### src/hdl/ervt_pkg.sv
`timescale 1ns / 1ps

package ervt_pkg;

  // Defaults for the top-level parameters.
  localparam int DEF_VEC_WIDTH      = 16;
  localparam int DEF_COEF_FRAC_BITS = 14;
  localparam int DEF_ANGLE_BITS     = 16;

  // Configuration port geometry and register map.
  localparam int APB_ADDR_W = 4;
  localparam int APB_DATA_W = 32;
  localparam logic [1:0] REG_YAW   = 2'd0;
  localparam logic [1:0] REG_PITCH = 2'd1;
  localparam logic [1:0] REG_ROLL  = 2'd2;

  // Sine/cosine unit: 32-bit phase, Q2.30 results.
  localparam int PHASE_W       = 32;
  localparam int TRIG_W        = 32;
  localparam int TRIG_FRAC     = 30;
  localparam int ANGLE_ACC_W   = PHASE_W + 1;
  localparam int CORDIC_STEPS  = 30;
  localparam int CORDIC_STEP_W = $clog2(CORDIC_STEPS);
  localparam logic signed [TRIG_W-1:0] CORDIC_GAIN = 32'sd652032874;

  // Arctangent of 2^-i as a fraction of a full turn, 32-bit phase units.
  localparam logic [PHASE_W-1:0] ARCTAN [CORDIC_STEPS] = '{
    32'h20000000, 32'h12E4051E, 32'h09FB385B, 32'h051111D4, 32'h028B0D43,
    32'h0145D7E1, 32'h00A2F61E, 32'h00517C55, 32'h0028BE53, 32'h00145F2F,
    32'h000A2F98, 32'h000517CC, 32'h00028BE6, 32'h000145F3, 32'h0000A2FA,
    32'h0000517D, 32'h000028BE, 32'h0000145F, 32'h00000A30, 32'h00000518,
    32'h0000028C, 32'h00000146, 32'h000000A3, 32'h00000051, 32'h00000029,
    32'h00000014, 32'h0000000A, 32'h00000005, 32'h00000003, 32'h00000001
  };

  // Request to and answer from the sine/cosine unit.
  typedef struct packed {
    logic               start;
    logic [PHASE_W-1:0] phase;
  } cordic_req_t;

  typedef struct packed {
    logic                     done;
    logic signed [TRIG_W-1:0] cos_v;
    logic signed [TRIG_W-1:0] sin_v;
  } cordic_rsp_t;

endpackage

### src/hdl/ervt_cordic.sv
`timescale 1ns / 1ps

module ervt_cordic (
  input  logic                  clk,
  input  logic                  rst,
  input  ervt_pkg::cordic_req_t req,
  output ervt_pkg::cordic_rsp_t rsp
);
  import ervt_pkg::*;

  localparam logic [CORDIC_STEP_W-1:0] LAST_STEP = CORDIC_STEP_W'(CORDIC_STEPS - 1);

  logic                          running;
  logic                          done;
  logic [CORDIC_STEP_W-1:0]      step;
  logic signed [TRIG_W-1:0]      x;
  logic signed [TRIG_W-1:0]      y;
  logic signed [ANGLE_ACC_W-1:0] z;
  logic                          neg;

  logic                          fold;
  logic [PHASE_W-1:0]            phase_f;
  logic signed [TRIG_W-1:0]      dx;
  logic signed [TRIG_W-1:0]      dy;
  logic signed [ANGLE_ACC_W-1:0] atan;

  // Phases in the left half-plane are turned by half a turn; results negated later.
  assign fold    = req.phase[PHASE_W-1] ^ req.phase[PHASE_W-2];
  assign phase_f = {req.phase[PHASE_W-1] ^ fold, req.phase[PHASE_W-2:0]};

  // One rotation step: arithmetic shifts floor toward minus infinity.
  assign dx   = y >>> step;
  assign dy   = x >>> step;
  assign atan = $signed({1'b0, ARCTAN[step]});

  // Step sequencing.
  always_ff @(posedge clk) begin
    if (rst) begin
      running <= 1'b0;
      done    <= 1'b0;
      step    <= '0;
    end else if (req.start) begin
      running <= 1'b1;
      done    <= 1'b0;
      step    <= '0;
    end else if (running) begin
      if (step == LAST_STEP) begin
        running <= 1'b0;
        done    <= 1'b1;
      end else begin
        step <= step + 1'b1;
      end
    end else begin
      done <= 1'b0;
    end
  end

  // Rotation datapath.
  always_ff @(posedge clk) begin
    if (req.start) begin
      x   <= CORDIC_GAIN;
      y   <= '0;
      z   <= ANGLE_ACC_W'($signed(phase_f));
      neg <= fold;
    end else if (running) begin
      if (!z[ANGLE_ACC_W-1]) begin
        x <= x - dx;
        y <= y + dy;
        z <= z - atan;
      end else begin
        x <= x + dx;
        y <= y - dy;
        z <= z + atan;
      end
    end
  end

  assign rsp.done  = done;
  assign rsp.cos_v = neg ? -x : x;
  assign rsp.sin_v = neg ? -y : y;

  a_start_runs: assert property (@(posedge clk) disable iff (rst)
    req.start |=> (running && step == '0 && !rsp.done))
    else $error("sine/cosine unit did not begin a fresh rotation after start");

endmodule

### src/hdl/ervt_coef_gen.sv
`timescale 1ns / 1ps

module ervt_coef_gen #(
  parameter int COEF_FRAC_BITS = ervt_pkg::DEF_COEF_FRAC_BITS,
  parameter int ANGLE_BITS     = ervt_pkg::DEF_ANGLE_BITS
) (
  input  logic                           clk,
  input  logic                           rst,
  input  logic                           start,
  input  logic [ANGLE_BITS-1:0]          yaw,
  input  logic [ANGLE_BITS-1:0]          pitch,
  input  logic [ANGLE_BITS-1:0]          roll,
  output logic                           busy,
  output logic signed [COEF_FRAC_BITS+1:0] coef [9]
);
  import ervt_pkg::*;

  localparam int CW        = COEF_FRAC_BITS + 2;
  localparam int PROD_W    = 2 * TRIG_W;
  localparam int RND_W     = PROD_W + 1;
  localparam int CO_SHIFT  = 2 * TRIG_FRAC - COEF_FRAC_BITS;
  localparam int MOP_COUNT = 15;
  localparam int MOP_W     = $clog2(MOP_COUNT);
  localparam logic [MOP_W-1:0] LAST_MOP = MOP_W'(MOP_COUNT - 1);

  localparam logic signed [RND_W-1:0] CO_HALF   = RND_W'(1) << (CO_SHIFT - 1);
  localparam logic signed [RND_W-1:0] CO_LIM    = RND_W'(1) << COEF_FRAC_BITS;
  localparam logic signed [RND_W-1:0] CO_LIM_N  = -CO_LIM;
  localparam logic signed [RND_W-1:0] TRIG_HALF = RND_W'(1) << (TRIG_FRAC - 1);
  localparam logic signed [TRIG_W-1:0] MINUS_ONE_Q30 = -(TRIG_W'(1) << TRIG_FRAC);
  localparam logic signed [CW-1:0] COEF_ONE = CW'(1) << COEF_FRAC_BITS;

  // Destinations beyond the nine coefficients hold the two shared products.
  localparam logic [3:0] DEST_SBSG = 4'd9;
  localparam logic [3:0] DEST_SBCG = 4'd10;

  typedef enum logic [1:0] {S_IDLE, S_TRIG, S_MAT, S_DRAIN} state_t;
  typedef enum logic [3:0] {
    OPD_CG, OPD_SG, OPD_CB, OPD_SB, OPD_CA, OPD_SA, OPD_SBSG, OPD_SBCG, OPD_M1
  } opd_t;
  typedef enum logic [1:0] {K_LOAD, K_SINGLE, K_ADD, K_SUB} kind_t;
  typedef struct packed {
    opd_t       a;
    opd_t       b;
    kind_t      kind;
    logic [3:0] dest;
  } mop_t;

  // Product sequence: shared products first, so they are stored before use.
  function automatic mop_t mop_of(input logic [MOP_W-1:0] s);
    mop_t m;
    m = '{a: OPD_CG, b: OPD_CG, kind: K_LOAD, dest: 4'd0};
    case (s)
      4'd0:    m = '{a: OPD_SB, b: OPD_SG,   kind: K_SINGLE, dest: DEST_SBSG};
      4'd1:    m = '{a: OPD_SB, b: OPD_CG,   kind: K_SINGLE, dest: DEST_SBCG};
      4'd2:    m = '{a: OPD_CA, b: OPD_CB,   kind: K_SINGLE, dest: 4'd0};
      4'd3:    m = '{a: OPD_SA, b: OPD_CB,   kind: K_SINGLE, dest: 4'd3};
      4'd4:    m = '{a: OPD_SB, b: OPD_M1,   kind: K_SINGLE, dest: 4'd6};
      4'd5:    m = '{a: OPD_CB, b: OPD_SG,   kind: K_SINGLE, dest: 4'd7};
      4'd6:    m = '{a: OPD_CB, b: OPD_CG,   kind: K_SINGLE, dest: 4'd8};
      4'd7:    m = '{a: OPD_CA, b: OPD_SBSG, kind: K_LOAD,   dest: 4'd0};
      4'd8:    m = '{a: OPD_SA, b: OPD_CG,   kind: K_SUB,    dest: 4'd1};
      4'd9:    m = '{a: OPD_CA, b: OPD_SBCG, kind: K_LOAD,   dest: 4'd0};
      4'd10:   m = '{a: OPD_SA, b: OPD_SG,   kind: K_ADD,    dest: 4'd2};
      4'd11:   m = '{a: OPD_SA, b: OPD_SBSG, kind: K_LOAD,   dest: 4'd0};
      4'd12:   m = '{a: OPD_CA, b: OPD_CG,   kind: K_ADD,    dest: 4'd4};
      4'd13:   m = '{a: OPD_SA, b: OPD_SBCG, kind: K_LOAD,   dest: 4'd0};
      4'd14:   m = '{a: OPD_CA, b: OPD_SG,   kind: K_SUB,    dest: 4'd5};
      default: m = '{a: OPD_CG, b: OPD_CG,   kind: K_LOAD,   dest: 4'd0};
    endcase
    return m;
  endfunction

  state_t                   st;
  logic [1:0]               ang;
  logic [MOP_W-1:0]         step;
  logic                     drain;

  logic signed [TRIG_W-1:0] trig_c [3];
  logic signed [TRIG_W-1:0] trig_s [3];
  logic signed [TRIG_W-1:0] sbsg;
  logic signed [TRIG_W-1:0] sbcg;

  cordic_req_t              req;
  cordic_rsp_t              rsp;
  logic [PHASE_W-1:0]       ph_yaw;
  logic [PHASE_W-1:0]       ph_pitch;
  logic [PHASE_W-1:0]       ph_roll;
  logic                     trig_wr;

  mop_t                     mop;
  logic                     issue;
  logic signed [TRIG_W-1:0] mul_a;
  logic signed [TRIG_W-1:0] mul_b;

  logic signed [PROD_W-1:0] prod;
  logic                     c1_valid;
  kind_t                    c1_kind;
  logic [3:0]               c1_dest;
  logic signed [PROD_W-1:0] acc;
  logic signed [PROD_W-1:0] res;
  logic                     c2_valid;
  logic [3:0]               c2_dest;

  logic signed [RND_W-1:0]  co_sum;
  logic signed [RND_W-1:0]  co_q;
  logic signed [RND_W-1:0]  co_clamp;
  logic signed [RND_W-1:0]  tr_sum;
  logic signed [RND_W-1:0]  tr_q;

  // Angles as 32-bit phases.
  assign ph_yaw   = {yaw,   {(PHASE_W - ANGLE_BITS){1'b0}}};
  assign ph_pitch = {pitch, {(PHASE_W - ANGLE_BITS){1'b0}}};
  assign ph_roll  = {roll,  {(PHASE_W - ANGLE_BITS){1'b0}}};

  // The three angles go through the sine/cosine unit one after another.
  assign trig_wr   = (st == S_TRIG) && rsp.done && !start;
  assign req.start = start || (trig_wr && ang != REG_ROLL);
  assign req.phase = start ? ph_yaw : ((ang == REG_YAW) ? ph_pitch : ph_roll);

  ervt_cordic u_cordic (
    .clk (clk),
    .rst (rst),
    .req (req),
    .rsp (rsp)
  );

  assign busy = (st != S_IDLE) || start;

  // Sequencer: angles, then the product sequence, then the pipeline drains.
  always_ff @(posedge clk) begin
    if (rst) begin
      st    <= S_IDLE;
      ang   <= '0;
      step  <= '0;
      drain <= 1'b0;
    end else if (start) begin
      st  <= S_TRIG;
      ang <= '0;
    end else begin
      unique case (st)
        S_IDLE: begin
        end
        S_TRIG: begin
          if (rsp.done) begin
            if (ang == REG_ROLL) begin
              st   <= S_MAT;
              step <= '0;
            end else begin
              ang <= ang + 1'b1;
            end
          end
        end
        S_MAT: begin
          if (step == LAST_MOP) begin
            st    <= S_DRAIN;
            drain <= 1'b0;
          end else begin
            step <= step + 1'b1;
          end
        end
        S_DRAIN: begin
          if (drain) begin
            st <= S_IDLE;
          end else begin
            drain <= 1'b1;
          end
        end
        default: st <= S_IDLE;
      endcase
    end
  end

  // Sines and cosines: index 0 yaw, 1 pitch, 2 roll.
  always_ff @(posedge clk) begin
    if (trig_wr) begin
      trig_c[ang] <= rsp.cos_v;
      trig_s[ang] <= rsp.sin_v;
    end
  end

  // Operand selection for the shared multiplier.
  function automatic logic signed [TRIG_W-1:0] opd_val(input opd_t o);
    logic signed [TRIG_W-1:0] v;
    v = '0;
    case (o)
      OPD_CG:   v = trig_c[0];
      OPD_SG:   v = trig_s[0];
      OPD_CB:   v = trig_c[1];
      OPD_SB:   v = trig_s[1];
      OPD_CA:   v = trig_c[2];
      OPD_SA:   v = trig_s[2];
      OPD_SBSG: v = sbsg;
      OPD_SBCG: v = sbcg;
      OPD_M1:   v = MINUS_ONE_Q30;
      default:  v = '0;
    endcase
    return v;
  endfunction

  assign mop   = mop_of(step);
  assign issue = (st == S_MAT) && !start;

  // The operands follow both the step and the stored sines and cosines.
  always_comb begin
    mul_a = opd_val(mop.a);
    mul_b = opd_val(mop.b);
  end

  // Stage one: the product.
  always_ff @(posedge clk) begin
    prod    <= PROD_W'(mul_a) * PROD_W'(mul_b);
    c1_kind <= mop.kind;
    c1_dest <= mop.dest;
  end

  // Stage two: combine with the held product of the row term.
  always_ff @(posedge clk) begin
    if (c1_valid) begin
      case (c1_kind)
        K_LOAD:   acc <= prod;
        K_SINGLE: res <= prod;
        K_ADD:    res <= acc + prod;
        K_SUB:    res <= acc - prod;
        default:  res <= prod;
      endcase
    end
    c2_dest <= c1_dest;
  end

  always_ff @(posedge clk) begin
    if (rst) begin
      c1_valid <= 1'b0;
      c2_valid <= 1'b0;
    end else begin
      c1_valid <= issue;
      c2_valid <= c1_valid && (c1_kind != K_LOAD);
    end
  end

  // Stage three: round to nearest, clamp and store.
  always_comb begin
    co_sum = RND_W'(res) + CO_HALF;
    co_q   = co_sum >>> CO_SHIFT;
    if (co_q > CO_LIM) begin
      co_clamp = CO_LIM;
    end else if (co_q < CO_LIM_N) begin
      co_clamp = CO_LIM_N;
    end else begin
      co_clamp = co_q;
    end
    tr_sum = RND_W'(res) + TRIG_HALF;
    tr_q   = tr_sum >>> TRIG_FRAC;
  end

  always_ff @(posedge clk) begin
    if (c2_valid && c2_dest == DEST_SBSG) begin
      sbsg <= tr_q[TRIG_W-1:0];
    end
    if (c2_valid && c2_dest == DEST_SBCG) begin
      sbcg <= tr_q[TRIG_W-1:0];
    end
  end

  // Coefficients reset to the identity matrix.
  always_ff @(posedge clk) begin
    if (rst) begin
      for (int k = 0; k < 9; k++) begin
        coef[k] <= (k == 0 || k == 4 || k == 8) ? COEF_ONE : '0;
      end
    end else begin
      for (int k = 0; k < 9; k++) begin
        if (c2_valid && c2_dest == 4'(k)) begin
          coef[k] <= co_clamp[CW-1:0];
        end
      end
    end
  end

  a_start_restarts: assert property (@(posedge clk) disable iff (rst)
    start |=> (st == S_TRIG && ang == 2'd0))
    else $error("rebuild did not restart from the first angle");

  a_store_busy: assert property (@(posedge clk) disable iff (rst)
    c2_valid |-> busy)
    else $error("coefficient store written while the block reports idle");

endmodule

### config.mk
export PLATFORM = sky130hd
export DESIGN_NAME = ervt_coef_gen
export DESIGN_NICKNAME = d
export VERILOG_FILES = /design/src/hdl/ervt_pkg.sv /design/src/hdl/ervt_cordic.sv /design/src/hdl/ervt_coef_gen.sv
export SDC_FILE = /design/constraint.sdc
export NUM_CORES = 2
export LEC_CHECK = 0
export BUFFER_PORTS_ARGS = -buffer_cell sky130_fd_sc_hd__buf_4
export CORE_MARGIN = 8
export CORE_UTILIZATION = 57
export CTS_CLUSTER_SIZE = 8
export DETAILED_ROUTE_END_ITERATION = 7
export GPL_ROUTABILITY_DRIVEN = 0
export PLACE_DENSITY = 0.74
export SYNTH_ARGS = -nofsm -noshare
export SYNTH_HDL_FRONTEND = slang
export SYNTH_SLANG_ARGS = --single-unit
### constraint.sdc
create_clock -name clk -period 29.1 [get_ports clk]
set_input_delay 5.82 -clock clk [delete_from_list [all_inputs] [get_ports clk]]
set_output_delay 5.82 -clock clk [all_outputs]
set_load 0.02 [all_outputs]
==> impl_metrics.toml <==
[status]
status = "complete, but fails checks"
failed_checks = "design-rule violations"

[place]
io_buffers = 195
dp_cells = 10000
hpwl_microns = 173800
postPlaceCellArea_sq_mm = 0.08100

[synthesis]
ys_types = 89
synth_ff_type = "edfxtp_1"
synth-edff-count = 389
yosysTopAreaCellShare_pct = 27.86
syn-cell-area_sq_mm = 0.07797
synth_area_leaders = "fa_1 (28%), edfxtp_1 (15%), dfxtp_1 (8.0%)"
yosys.area.top_type = "fa_1"
ys_seq_elements = 702
ys_seq_area_share_pct = 23.02
yosysWarnings = 0
syn_inst = 8366
syn-num-nets = 9867
avgSynthCellArea_sq_um = 9.320
async_flop_share_pct = 0

[min_path]
holdCritPathClass = "flop to flop"
min_path_cells = 0

[timing]
worst_pin_slew_ns = 1.353
relSlewSlack_pct = 9.512
grt_setup_unrepaired = "no"
fmax_ghz = 0.08075
clock_skew_ns = 0.07495
setup_viol = 0
min_period_ns = 12.38
hold_violations = 0
fin_tns_setup_ns = 0
min_period_over_period_pct = 42.56
slew_viol_final = 0

[critical_path]
critPathLaunchType = "primary input"
path_cells = "buf_4 > or3_1 > buf_4"
path_depth = 3
crit_path_frequent_cell = "buf_4"
cp-end-kind = "output port"
cp_data_arrival_time_ns = 6.56
cp_slowest_stage_delay_ns = 0.35
worstRegToRegCells = 32
critPathSlowestCell = "or3_1"
path_buf_inv = 2
crit_family = "buffers and inverters"
worst-path-max-fanout = 42
worstSetupPathType = "primary input to output port"
cp.required_ns = 23.28

[floorplan]
core-area_sq_mm = 0.1356
dieArea_sq_mm = 0.1489
die_x_microns = 385.9
initial_core_util_pct = 57.49
pin_count = 196
fp.dieH_microns = 385.9
rows = 135

[route]
wire_per_inst_microns = 23.33
firstDrtPassIters = 8
drtIter0Drc = 7174
drc = 32
routed_wl_microns = 237400
avgViaCountPerCell = 6.280
vias = 63910
final_antenna_net_count = 0

[grt]
antenna_found_initial = 7
grt_pass1_wl_microns = 368900
track_usage_pct = 31.80
grt_start_max_net_pins = 97
gr-total-overflow = 0
grt_pass1_vias = 65800

[clock_tree]
clock_sinks = 702
post_cts_buffers = 0
cts_tree = "built"
cts_resized = 0
clock_path_buffers = 3
root_buffer = "clkbuf_16"
cts_buffers = 100
clkSlewWorstSetupHoldPaths_ns = 0.05
htreeDepth = 3
cts_hold_buf = 0
worstSkewPairLatency_ns = 0.74

[power_and_ir_drop]
powerDensity_mw_per_mm2 = 48.66
ir_drop_mv = 0.07275
p_total_mw = 4.085
leakagePower_nw = 36.64

[cells_and_area]
drive_gt1_share_pct = 8.125
final_area_sq_mm = 0.08396
final_util_pct = 61.90
layoutNonFillerInstCount = 10180
nNetsFinal = 9826
area_growth_pct = 7.678

[flow_run]
max-cap-violations = 0
[final cells by class]
type                            count  area (sq um)
Antenna cell                        1         2.502
Clock inverter                     12         215.2
Multi-Input combinational cell   6032         53910
Timing Repair Buffer              348          2613
Tap cell                         1781          2228
Inverter                         1141          4283
Clock buffer                      159          2744
Fill cell                       11070         51680
Sequential cell                   702         17960
[worst reg2reg max path: cells and delay by family (launching register included)]
kind | cells | cell delay (ns)
AOI/OAI and AO/OA | 11 | 3.21
adders and majority gates | 9 | 4.34
buffers and inverters | 6 | 1.15
DFF | 1 | 0.55
muxes | 1 | 0.10
and+or+nand+nor | 5 | 1.94
[state kept, by name, summed over array words and instances (netlist names), 4 cells and up]
register,flops
sbcg,32
c1_dest,4
acc,64
u_cordic.z,33
u_cordic.x,32
trig_s,96
c2_dest,4
res,35
u_cordic.step,5
prod,64
trig_c,96
sbsg,32
coef,144
step,4
u_cordic.y,32
mop,13
[per-stage QoR]
step / hold WS (ns) / worst slack (ns)
2_1_floorplan: 0.3096 / 16.90
3_3_place_gp: 0.3133 / 16.74
3_5_place_dp: 0.3121 / 16.71
4_1_cts: 0.3240 / 16.70
5_1_grt: 0.3321 / 16.67
6_report: 0.3237 / 16.72
[synthesized netlist by cell type, drive strengths merged (59+ instances only)]
cell type / n
buf: 87
a21o: 100
nand2b: 71
nand2: 1048
mux2i: 99
nor2: 796
ha: 365
inv: 1137
mux4: 83
nor3: 69
a22oi: 268
nand3: 71
xor2: 148
o21ai: 224
xnor2: 289
dfxtp: 313
edfxtp: 389
nand4: 87
a21oi: 432
clkbuf: 404
fa: 1085
and4: 59
and2: 60
[cell families after synthesis]
family                   after synthesis  synth area share (%)
AND/OR/NAND/NOR                     2490                 14.17
XOR/XNOR                             437                 4.918
adder cells (fa/ha/maj)             1450                 33.71
buffers and inverters               1632                 7.953
multiplexers                         239                 4.492
AO/OA/AOI/OAI                       1416                 11.74
flip-flops                           702                 23.02
[routing by layer]
layer | routed length (microns) | track usage [%] | up-vias
met5 | 29 | 0 | -
met4 | 19090 | 20.14 | 4
met3 | 28270 | 9.167 | 1041
met2 | 105800 | 49.98 | 3874
met1 | 84240 | 38.49 | 31470
li1 | - | - | 27520
[power by group]
| group | switching [mW] | internal, mW |
|---|---|---|
| sequential | 0.135 | 1.15 |
| clock | 0.458 | 0.652 |
| combinational | 0.949 | 0.738 |
| total | 1.54 | 2.54 |
[cells in the final DEF, fill, tap and decap left out, types with 83 or more instances in the layout]
cell type / netlist / final
a21o_1: 100 / 100
a21oi_1: 432 / 432
a22oi_1: 268 / 268
buf_4: 3 / 348
clkbuf_16: 0 / 100
dfxtp_1: 313 / 306
edfxtp_1: 389 / 389
fa_1: 1085 / 1085
ha_1: 365 / 365
inv_1: 1136 / 1134
mux2i_1: 99 / 99
mux4_2: 83 / 83
nand2_1: 1048 / 1048
nand4_1: 87 / 87
nor2_1: 796 / 789
o21ai_0: 222 / 222
xnor2_1: 288 / 288
xor2_1: 148 / 148
[final timing paths]
| check | to | from | slack, ns |
|---|---|---|---|
| max | busy | start | 16.72 |
| min | c1_dest[3] | mop[3] | 0.32 |
| max reg2reg | prod[50] | mop[9] | 17.57 |
| min reg2reg | c1_dest[3] | mop[3] | 0.32 |
Note: power is estimated with default switching activity, not from simulation.
